## src/rtl/bmt_pkg.sv

```systemverilog
package bmt_pkg;

	// Fixed field widths of the sample and result items
	localparam int unsigned WORD_W      = 32;
	localparam int unsigned COUNT_OUT_W = 8;
	localparam int unsigned USED_OUT_W  = 4;

	// Default sizing of the value table
	localparam int unsigned ENTRIES_DEF    = 10;
	localparam int unsigned COUNT_BITS_DEF = 8;

	// One sample item
	typedef struct packed {
		logic [WORD_W-1:0] sample_value;
		logic              start_set;
	} sample_t;

	// One result item
	typedef struct packed {
		logic                   has_mode;
		logic [WORD_W-1:0]      mode_value;
		logic [COUNT_OUT_W-1:0] mode_count;
		logic [USED_OUT_W-1:0]  distinct_used;
	} result_t;

	// Commands from the controller to the datapath
	typedef struct packed {
		logic cap;    // take a sample transfer, clear the table on start_set
		logic match;  // register the entry compare
		logic upd;    // commit table update and load the result register
	} ctrl_cmd_t;

endpackage

```

## src/rtl/bmt_ctrl.sv

```systemverilog
module bmt_ctrl import bmt_pkg::*; (
	input  logic       clk,
	input  logic       arst_n,
	input  logic       sample_valid,
	output logic       sample_stall,
	output logic       result_valid,
	input  logic       result_stall,
	output ctrl_cmd_t  cmd
);

	typedef enum logic [2:0] {
		ST_IDLE   = 3'b001,
		ST_MATCH  = 3'b010,
		ST_UPDATE = 3'b100
	} state_t;

	state_t state_q;
	state_t state_d;
	logic   result_valid_q;
	logic   out_free;

	// Result register can take a new result when empty or draining now
	assign out_free = !result_valid_q || !result_stall;

	assign sample_stall = (state_q != ST_IDLE);
	assign result_valid = result_valid_q;

	// Decode commands and next state
	always_comb begin
		cmd     = '0;
		state_d = state_q;
		unique case (state_q)
			ST_IDLE: begin
				if (sample_valid) begin
					cmd.cap = 1'b1;
					state_d = ST_MATCH;
				end
			end
			ST_MATCH: begin
				cmd.match = 1'b1;
				state_d   = ST_UPDATE;
			end
			ST_UPDATE: begin
				if (out_free) begin
					cmd.upd = 1'b1;
					state_d = ST_IDLE;
				end
			end
			default: begin
				state_d = ST_IDLE;
			end
		endcase
	end

	// Advance state; hold the result valid until its transfer
	always_ff @(posedge clk or negedge arst_n) begin
		if (!arst_n) begin
			state_q        <= ST_IDLE;
			result_valid_q <= 1'b0;
		end else begin
			state_q <= state_d;
			if (cmd.upd) begin
				result_valid_q <= 1'b1;
			end else if (!result_stall) begin
				result_valid_q <= 1'b0;
			end
		end
	end

endmodule

```

## src/rtl/bmt_datapath.sv

```systemverilog
module bmt_datapath import bmt_pkg::*; #(
	parameter int unsigned ENTRIES    = ENTRIES_DEF,
	parameter int unsigned COUNT_BITS = COUNT_BITS_DEF
) (
	input  logic              clk,
	input  logic              arst_n,
	input  ctrl_cmd_t         cmd,
	input  sample_t           sample_item,
	input  logic              cfg_valid,
	input  logic [WORD_W-1:0] cfg_data,
	output result_t           result_item
);

	localparam int unsigned UW  = $clog2(ENTRIES + 1);
	localparam int unsigned MCW = (COUNT_BITS > COUNT_OUT_W) ? COUNT_BITS : COUNT_OUT_W;
	localparam int unsigned UXW = (UW > USED_OUT_W) ? UW : USED_OUT_W;

	// Table storage, written only at or below the fill count
	logic [WORD_W-1:0]     entry_value_q [ENTRIES];
	logic [COUNT_BITS-1:0] entry_count_q [ENTRIES];
	logic [COUNT_BITS-1:0] count_inc [ENTRIES];
	logic [ENTRIES-1:0]    hit_now;

	logic [UW-1:0]         used_q;
	logic                  mode_valid_q;
	logic [WORD_W-1:0]     mode_value_q;
	logic [COUNT_BITS-1:0] mode_count_q;
	logic [WORD_W-1:0]     no_data_q;

	sample_t               sample_s1;
	logic [ENTRIES-1:0]    hit_s2;
	logic                  skip_s2;

	logic                  hit_any;
	logic                  full;
	logic [COUNT_BITS-1:0] hit_count;
	logic [UW-1:0]         used_d;
	logic                  mode_valid_d;
	logic [WORD_W-1:0]     mode_value_d;
	logic [COUNT_BITS-1:0] mode_count_d;
	logic [MCW-1:0]        mode_count_ext;
	logic [UXW-1:0]        used_ext;
	result_t               result_d;
	result_t               result_q;

	// Configuration register
	always_ff @(posedge clk or negedge arst_n) begin
		if (!arst_n) begin
			no_data_q <= '0;
		end else if (cfg_valid) begin
			no_data_q <= cfg_data;
		end
	end

	// Capture the sample
	always_ff @(posedge clk) begin
		if (cmd.cap) begin
			sample_s1 <= sample_item;
		end
	end

	// Per-entry compare and saturating increment
	for (genvar i = 0; i < ENTRIES; i++) begin : g_lane
		assign hit_now[i] = (UW'(i) < used_q) &&
			(entry_value_q[i] == sample_s1.sample_value);
		assign count_inc[i] = (entry_count_q[i] == '1) ? entry_count_q[i] :
			entry_count_q[i] + COUNT_BITS'(1);

		// Bump a matching entry or fill the next free one
		always_ff @(posedge clk) begin
			if (cmd.upd && !skip_s2) begin
				if (hit_s2[i]) begin
					entry_count_q[i] <= count_inc[i];
				end else if (!hit_any && (used_q == UW'(i))) begin
					entry_value_q[i] <= sample_s1.sample_value;
					entry_count_q[i] <= COUNT_BITS'(1);
				end
			end
		end
	end

	// Register the compare result
	always_ff @(posedge clk) begin
		if (cmd.match) begin
			hit_s2  <= hit_now;
			skip_s2 <= (sample_s1.sample_value == no_data_q);
		end
	end

	assign hit_any = |hit_s2;
	assign full    = (used_q == UW'(ENTRIES));

	// Select the new count of the matching entry
	always_comb begin
		hit_count = '0;
		for (int k = 0; k < ENTRIES; k++) begin
			hit_count = hit_count | (hit_s2[k] ? count_inc[k] : '0);
		end
	end

	// Next mode and fill count
	always_comb begin
		used_d       = used_q;
		mode_valid_d = mode_valid_q;
		mode_value_d = mode_value_q;
		mode_count_d = mode_count_q;
		if (!skip_s2) begin
			if (hit_any) begin
				if (!mode_valid_q || (hit_count > mode_count_q)) begin
					mode_valid_d = 1'b1;
					mode_value_d = sample_s1.sample_value;
					mode_count_d = hit_count;
				end
			end else if (!full) begin
				used_d = used_q + UW'(1);
				if (!mode_valid_q) begin
					mode_valid_d = 1'b1;
					mode_value_d = sample_s1.sample_value;
					mode_count_d = COUNT_BITS'(1);
				end
			end
		end
	end

	// Format the result item
	assign mode_count_ext = MCW'(mode_count_d);
	assign used_ext       = UXW'(used_d);

	always_comb begin
		result_d.has_mode      = mode_valid_d;
		result_d.mode_value    = mode_valid_d ? mode_value_d : no_data_q;
		result_d.mode_count    = mode_valid_d ? mode_count_ext[COUNT_OUT_W-1:0] : '0;
		result_d.distinct_used = used_ext[USED_OUT_W-1:0];
	end

	// Table control state: clear on start_set, commit on update
	always_ff @(posedge clk or negedge arst_n) begin
		if (!arst_n) begin
			used_q       <= '0;
			mode_valid_q <= 1'b0;
		end else if (cmd.cap && sample_item.start_set) begin
			used_q       <= '0;
			mode_valid_q <= 1'b0;
		end else if (cmd.upd) begin
			used_q       <= used_d;
			mode_valid_q <= mode_valid_d;
		end
	end

	// Mode copy and result register
	always_ff @(posedge clk) begin
		if (cmd.upd) begin
			mode_value_q <= mode_value_d;
			mode_count_q <= mode_count_d;
			result_q     <= result_d;
		end
	end

	assign result_item = result_q;

endmodule

```

## src/rtl/bounded_mode_tracker.sv

```systemverilog
// Running mode of a short run of 32-bit sample words. Each sample transfer
// yields one result transfer carrying the most frequent value seen since the
// last start_set, its saturating count and the number of table entries in use.
// Samples equal to the no-data word (cfg port, reset 0) are not counted. Only
// one sample is in flight: the sample is captured on the transfer, compared
// in parallel against all entries and then used for the table update, which
// loads the result register; the block takes no new sample until it is
// through with the last one. The result register lets the next sample
// be taken while a result still waits. Configuration writes are always ready
// and must be done while no sample is in flight.
module bounded_mode_tracker import bmt_pkg::*; #(
	parameter int unsigned ENTRIES    = ENTRIES_DEF,
	parameter int unsigned COUNT_BITS = COUNT_BITS_DEF
) (
	input  logic              clk,
	input  logic              arst_n,
	input  logic              sample_valid,
	output logic              sample_stall,
	input  sample_t           sample_item,
	output logic              result_valid,
	input  logic              result_stall,
	output result_t           result_item,
	input  logic              cfg_valid,
	output logic              cfg_ready,
	input  logic [WORD_W-1:0] cfg_data
);

	ctrl_cmd_t cmd;

	assign cfg_ready = 1'b1;

	bmt_ctrl u_ctrl (
		.clk          (clk),
		.arst_n       (arst_n),
		.sample_valid (sample_valid),
		.sample_stall (sample_stall),
		.result_valid (result_valid),
		.result_stall (result_stall),
		.cmd          (cmd)
	);

	bmt_datapath #(
		.ENTRIES    (ENTRIES),
		.COUNT_BITS (COUNT_BITS)
	) u_datapath (
		.clk         (clk),
		.arst_n      (arst_n),
		.cmd         (cmd),
		.sample_item (sample_item),
		.cfg_valid   (cfg_valid),
		.cfg_data    (cfg_data),
		.result_item (result_item)
	);

endmodule

```

## config.mk

```make
export PLATFORM = sky130hd
export DESIGN_NAME = bounded_mode_tracker
export DESIGN_NICKNAME = d
export VERILOG_FILES = /design/src/rtl/bmt_pkg.sv /design/src/rtl/bmt_ctrl.sv /design/src/rtl/bmt_datapath.sv /design/src/rtl/bounded_mode_tracker.sv
export SDC_FILE = /design/constraint.sdc
export NUM_CORES = 1
export LEC_CHECK = 0
export BUFFER_PORTS_ARGS = -buffer_cell sky130_fd_sc_hd__buf_2
export CAP_MARGIN = 0
export CORE_ASPECT_RATIO = 1.25
export CORE_UTILIZATION = 57
export DETAILED_ROUTE_END_ITERATION = 16
export GPL_ROUTABILITY_DRIVEN = 0
export PLACE_DENSITY = 0.75
export REMOVE_ABC_BUFFERS = 1
export SLEW_MARGIN = 15
export SYNTH_ARGS = -nofsm -noshare
export SYNTH_HDL_FRONTEND = slang
export SYNTH_SLANG_ARGS = --single-unit
```

## constraint.sdc

```tcl
create_clock -name clk -period 7 [get_ports clk]
set_clock_uncertainty 0.1 [all_clocks]
set_input_delay 1.75 -clock clk [delete_from_list [all_inputs] [get_ports clk]]
set_output_delay 1.75 -clock clk [all_outputs]
set_load 0.05 [all_outputs]
```

---- Word-level counts from Yosys, hierarchy flattened ----
Memory sizes are Yosys's and may differ from the RTL's.
Index checks and enable logic that the tools add are counted.
storage, ports and cells
  register bits after elaboration ......... 169
  latch bits .............................. 0
  bits in writable memories ............... 400
  memory bits (read-only) ................. 0
  input port bits ......................... 70
  output and inout port bits .............. 48
  word-level logic and storage cells ...... 296
  memories ................................ 2
memories
  name                      words  width  read ports  clocked after memory_dff  wr ports  line                text
  u_datapath.entry_value_q  10     32     10          0                         1         bmt_datapath.sv:19  logic [WORD_W-1:0] entry_value_q [ENTRIES];
  u_datapath.entry_count_q  10     8      10          0                         10        bmt_datapath.sv:20  logic [COUNT_BITS-1:0] entry_count_q [ENTRIES];
operators by class
  add/subtract/negate cells ............... 11
  multiply operators ...................... 0
  div/mod/pow operators ................... 0
  magnitude comparators ................... 11
  eq/ne operators ......................... 38
  shift operators ......................... 0
  multiplexer cells ....................... 159
  bitwise logic cells ..................... 19
  reduce and logical (&&, ||, !) cells .... 42
operators by type and width
  operator                                              count
  two-way mux 32 bit                                    15
  equality test 32 bit                                  11
  OR reduction 32 bit                                   9
  two-way mux 8 bit                                     35
  two-way mux 1 bit                                     92
  adder 8 x 1 -> 8 bit (second input constant)          10
  equality test 8 bit (second input constant)           10
  OR 8 bit                                              9
  two-way mux 4 bit                                     14
  logical AND 1 bit                                     22
  equality test 4 x 3 -> 1 bit (second input constant)  4
  < comparator 3 x 4 -> 1 bit (first input constant)    4
  equality test 4 bit (second input constant)           3
  OR 1 bit                                              10
  OR reduction 10 bit                                   1
  case mux 3 bit (3 select lines)                       1
  equality test 4 x 2 -> 1 bit (second input constant)  2
  greater-than comparator 8 bit                         1
  < comparator 1 x 4 -> 1 bit (first input constant)    2
  < comparator 2 x 4 -> 1 bit (first input constant)    2
  < comparator 4 bit (first input constant)             2
  two-way mux 3 bit                                     2
  zero test 1 bit                                       5
  adder 4 x 1 -> 4 bit (second input constant)          1
  other kinds (11)                                      13

---- Depth between registers and ports, before layout ----
An unclocked memory read counts as a cell.
  depth after elaboration ................. 20
  gate-level depth with buffers ........... 16
  depth with buffers taken out ............ 14

---- Cells and area by module ----
A second synthesis with hierarchy kept.
unflattened totals
  cells, all modules ...................... 2045
  area, all modules ....................... 27171.1 um^2
modules (own cells, without submodules)
  module                times used  cells each  area each (um^2)  seq. area each (um^2)
  bmt_datapath          1           2026        26950.8           16701.0
  bmt_ctrl              1           17          209.0             101.3
  bounded_mode_tracker  1           2           11.3              0.0

---- Least setup slack after synthesis ----
OpenSTA, ideal clock, no wires.
  path type ............................... input -> register
  start point ............................. input result_stall
  end point ............................... memory u_datapath.entry_count_q[1][0] (netlist bit) (enable)
  library setup time ...................... 0.327 ns
  arrival time ............................ 4.368 ns
  slack ................................... 2.205 ns
  stages .................................. 5
  path buffers ............................ 0
  cell sequence ........................... nand2_1 > nor3b_2 > nand3_1 > nor2_1 > a21o_1
RTL lines
  element          line                        text
  start, declared  bounded_mode_tracker.sv:21  input logic result_stall,
  end, declared    bmt_datapath.sv:20

==> reports/metrics.cfg <==
[clock_network]
clk_pin_slew_ns=0.06
cts_inserted_buffers=53
postCtsHoldBufs=0
cts-root-buf=clkbuf_16
post_cts_resized=0
clk_latency_ns=0.61
cts.path.max_buffers=3
h-tree-depth=2
cts_tree=built
clock_sinks=569
cts_setup_buffers=0

[die]
rows=87
start_util_pct=57.71
io_pins=118
die_area_mm2=0.04660
die_x_um=193.3
die_h_um=241.1
coreArea_mm2=0.04517

[timing]
rsz0062_at_grt=false
max_freq_mhz=196.4
finalSetupViolCount=0
period_share_pct=72.73
setup-tns-final_ns=0
fin_crit_ns=5.091
hold_viol=0
slew_headroom_pct=24.01
worst_pin_slew_ns=1.140
finalMaxSlewViolations=0

[critical_path]
arrival_ns=5.31
reg2reg_to=u_datapath.mode_count_q[0]
timing.rr.start=u_datapath.entry_count_q[3][0]
rrSetupSlack_ns=1.91
path_max_fanout=33
worstPathRequired_ns=7.22
worstRegToRegCells=15
critPathCaptureType=register
crit_type=reg -> reg
cp-start-kind=register

[power_and_ir_drop]
pwr-share-seq_pct=48.5
internal_power_mw=6.136
cellPowerDensity_mw_per_mm2=290.7
p_leak_nw=9.906
pwr-share-clk_pct=33.9
peakVddDrop_uv=270.5
p_sw_share_pct=27.80
pwr-share-comb_pct=17.6
switchingPower_mw=2.362

[final_layout]
nFillCells=3216
nNetsFinal=2128
drive_gt1_share_pct=16.78
final_core_util_pct=64.72
syn2layout_area_growth_pct=12.14

[yosys]
yosysWarnings=0
syn-cell-area_mm2=0.02607
synth_edf_count=520
ys_seq_area_share_pct=64.45
async_reset_ff_share_pct=7.206
synth_area_per_cell_um2=13.69
synth-main-ff-cell=edfxtp_1
syn_inst=1904
synth_seq_cells=569
yosysUniqueCellTypes=78

[worst_hold_path]
worstHoldPathType=reg -> reg
min_path_cells=2
min_to=u_datapath.entry_count_q[4][6]
hold_start=u_datapath.entry_count_q[4][6]

[drt]
postRouteAntennaNets=0
totalWireLength_um=61470
vias=16637
wl_per_cell_um=23.12
drt_iter0_markers=1598
vias_per_cell=6.257
drc_errors=1
first_pass_iters=14

[global_route]
grt_pass1_vias=16462
globalRoute.totalOverflow=0
grt_antenna_before_repair=2
grtUsageTotal_pct=26.39
grt_pass1_wl_um=93250
grt_max_degree=64

[placement]
port_buffers=116
hpwl_um=39710

[outcome]
status=finished with violations
violations=DRC

[run]
drv_cap=0

[how the worst max path moves through the flow]
stage / from / to / slack (ns) / cells past startpoint
after floorplan: u_datapath.entry_count_q[3][0] / u_datapath.result_item[4] / 1.23 / 13
after global placement: u_datapath.entry_count_q[0][8] / u_datapath.result_item[4] / 2.08 / 16
after detailed placement: u_datapath.entry_count_q[0][8] / u_datapath.mode_count_q[0] / 1.97 / 16
after CTS: u_datapath.entry_count_q[3][0] / u_datapath.mode_count_q[0] / 1.98 / 15
after global routing: u_datapath.entry_count_q[3][0] / u_datapath.mode_count_q[0] / 1.56 / 15
final: u_datapath.entry_count_q[3][0] / u_datapath.mode_count_q[0] / 1.91 / 15
[metrics by stage]
step	area, µm²	total power [mW]	setup slack, ns	instances	hold WS [ns]
2_1_floorplan	25720	5.110	1.230	1817	0.4091
3_3_place_gp	27470	5.630	2.082	2559	0.4229
3_5_place_dp	27470	5.683	1.969	2559	0.4404
4_1_cts	29210	8.557	1.984	2657	0.4499
5_1_grt	29240	8.781	1.562	2659	0.4858
6_report	29240	8.499	1.909	2659	0.4568
[Yosys cell counts (all sizes together) (6+ instances only)]
master | instances | area share (%)
mux2 | 40 | 1.7
ha | 21 | 1.0
and4 | 8 | 0.27
nand4 | 83 | 2.0
nor2 | 56 | 0.83
xor2 | 137 | 4.6
nor3 | 48 | 1.0
a21oi | 44 | 0.84
a31oi | 33 | 0.79
edfxtp | 520 | 60
a32oi | 32 | 1.1
a21bo | 32 | 1.2
o21ai | 66 | 1.3
and2 | 6 | 0.14
dfrtp | 40 | 3.8
a2111oi | 8 | 0.27
xnor2 | 234 | 7.9
dfxtp | 8 | 0.61
buf | 46 | 0.75
nand2 | 69 | 0.99
a211oi | 15 | 0.43
or2 | 8 | 0.19
and3 | 25 | 0.60
nor2b | 27 | 0.65
nor4 | 51 | 1.2
nand3 | 61 | 1.2
inv | 35 | 0.50
a21o | 20 | 0.58
clkbuf | 41 | 0.59
a31o | 8 | 0.27
[cell type report]
| class | instances | area (µm²) | share of cell area, % |
|---|---|---|---|
| Timing Repair Buffer | 165 | 960.9 | 3.287 |
| Antenna cell | 1 | 2.502 | 0.008559 |
| Clock inverter | 31 | 320.3 | 1.096 |
| Clock buffer | 67 | 1419 | 4.853 |
| Tap cell | 578 | 723.2 | 2.474 |
| Inverter | 35 | 132.6 | 0.4537 |
| Multi-Input combinational cell | 1213 | 8875 | 30.36 |
| Sequential cell | 569 | 16800 | 57.47 |
[cell families after synthesis]
kind of cell	after synthesis	synth area share, %
compound gates	310	8.533
xor+xnor	371	12.46
fa+ha+maj	21	1.008
buf+inv	122	1.843
flops	569	64.45
mux	44	1.881
other cells	1	0.01438
simple gates	466	9.809
[routing by layer]
layer,vias to the layer above,routed length (µm),global-route usage (%),part of all wire (%)
li1,7496,-,-,-
met1,8244,24210,33.15,39
met2,730,30780,45.36,50
met3,165,3684,3.535,6.0
met4,2,2783,13.24,4.5
met5,-,10,0,0.016
[power groups by stage]
| stage | clock, mW | sequential (mW) | combinational (mW) |
|---|---|---|---|
| after global routing | 3.04 | 4.13 | 1.61 |
| after detailed placement | 0 | 4.19 | 1.49 |
| after CTS | 2.93 | 4.12 | 1.50 |
| after global placement | 0 | 4.18 | 1.45 |
| final | 2.88 | 4.12 | 1.50 |
| after floorplan | 0 | 4.38 | 0.725 |
[critical path, stage by stage (launching register included)]
cell and delay, ns:
edfxtp_1 0.44, ha_1 0.29, and3_1 0.26, nand4_1 0.21
mux2_2 0.41, a2111oi_0 0.59, nand3_1 0.19, ha_1 0.33
nor2b_1 0.14, o211ai_1 0.16, a21oi_1 0.19, o31a_1 0.28
buf_4 0.23, nor2_2 0.36, buf_4 0.42, a22oi_1 0.15
[layout by cell type (no fill, tap or decap), drive strengths merged, types with 15 or more instances in the layout]
cell type / Yosys / final
a211oi: 15 / 15
a21bo: 32 / 32
a21o: 20 / 20
a21oi: 44 / 44
a31oi: 33 / 33
a32oi: 32 / 32
and3: 25 / 25
buf: 46 / 165
clkbuf: 41 / 67
clkinv: 0 / 23
dfrtp: 40 / 40
edfxtp: 520 / 520
ha: 21 / 21
inv: 35 / 36
mux2: 40 / 40
nand2: 69 / 69
nand3: 61 / 61
nand4: 83 / 83
nor2: 56 / 56
nor2b: 27 / 27
nor3: 48 / 48
nor4: 51 / 51
o21ai: 66 / 66
xnor2: 234 / 234
xor2: 137 / 137
[sequential cells by signal, indices dropped and copies added (netlist names)]
signal                    flops
u_ctrl.result_valid           1
u_datapath.mode_count_q       8
u_datapath.entry_value_q    320
u_datapath.no_data_q         32
u_datapath.used_q             4
u_datapath.hit_s2            10
u_datapath.skip_s2            1
u_datapath.mode_value_q      32
u_datapath.result_item       45
u_ctrl.state_q                3
u_datapath.sample_s1         32
u_datapath.mode_valid_q       1
u_datapath.entry_count_q     80
Power figures use the tool's default switching activity.
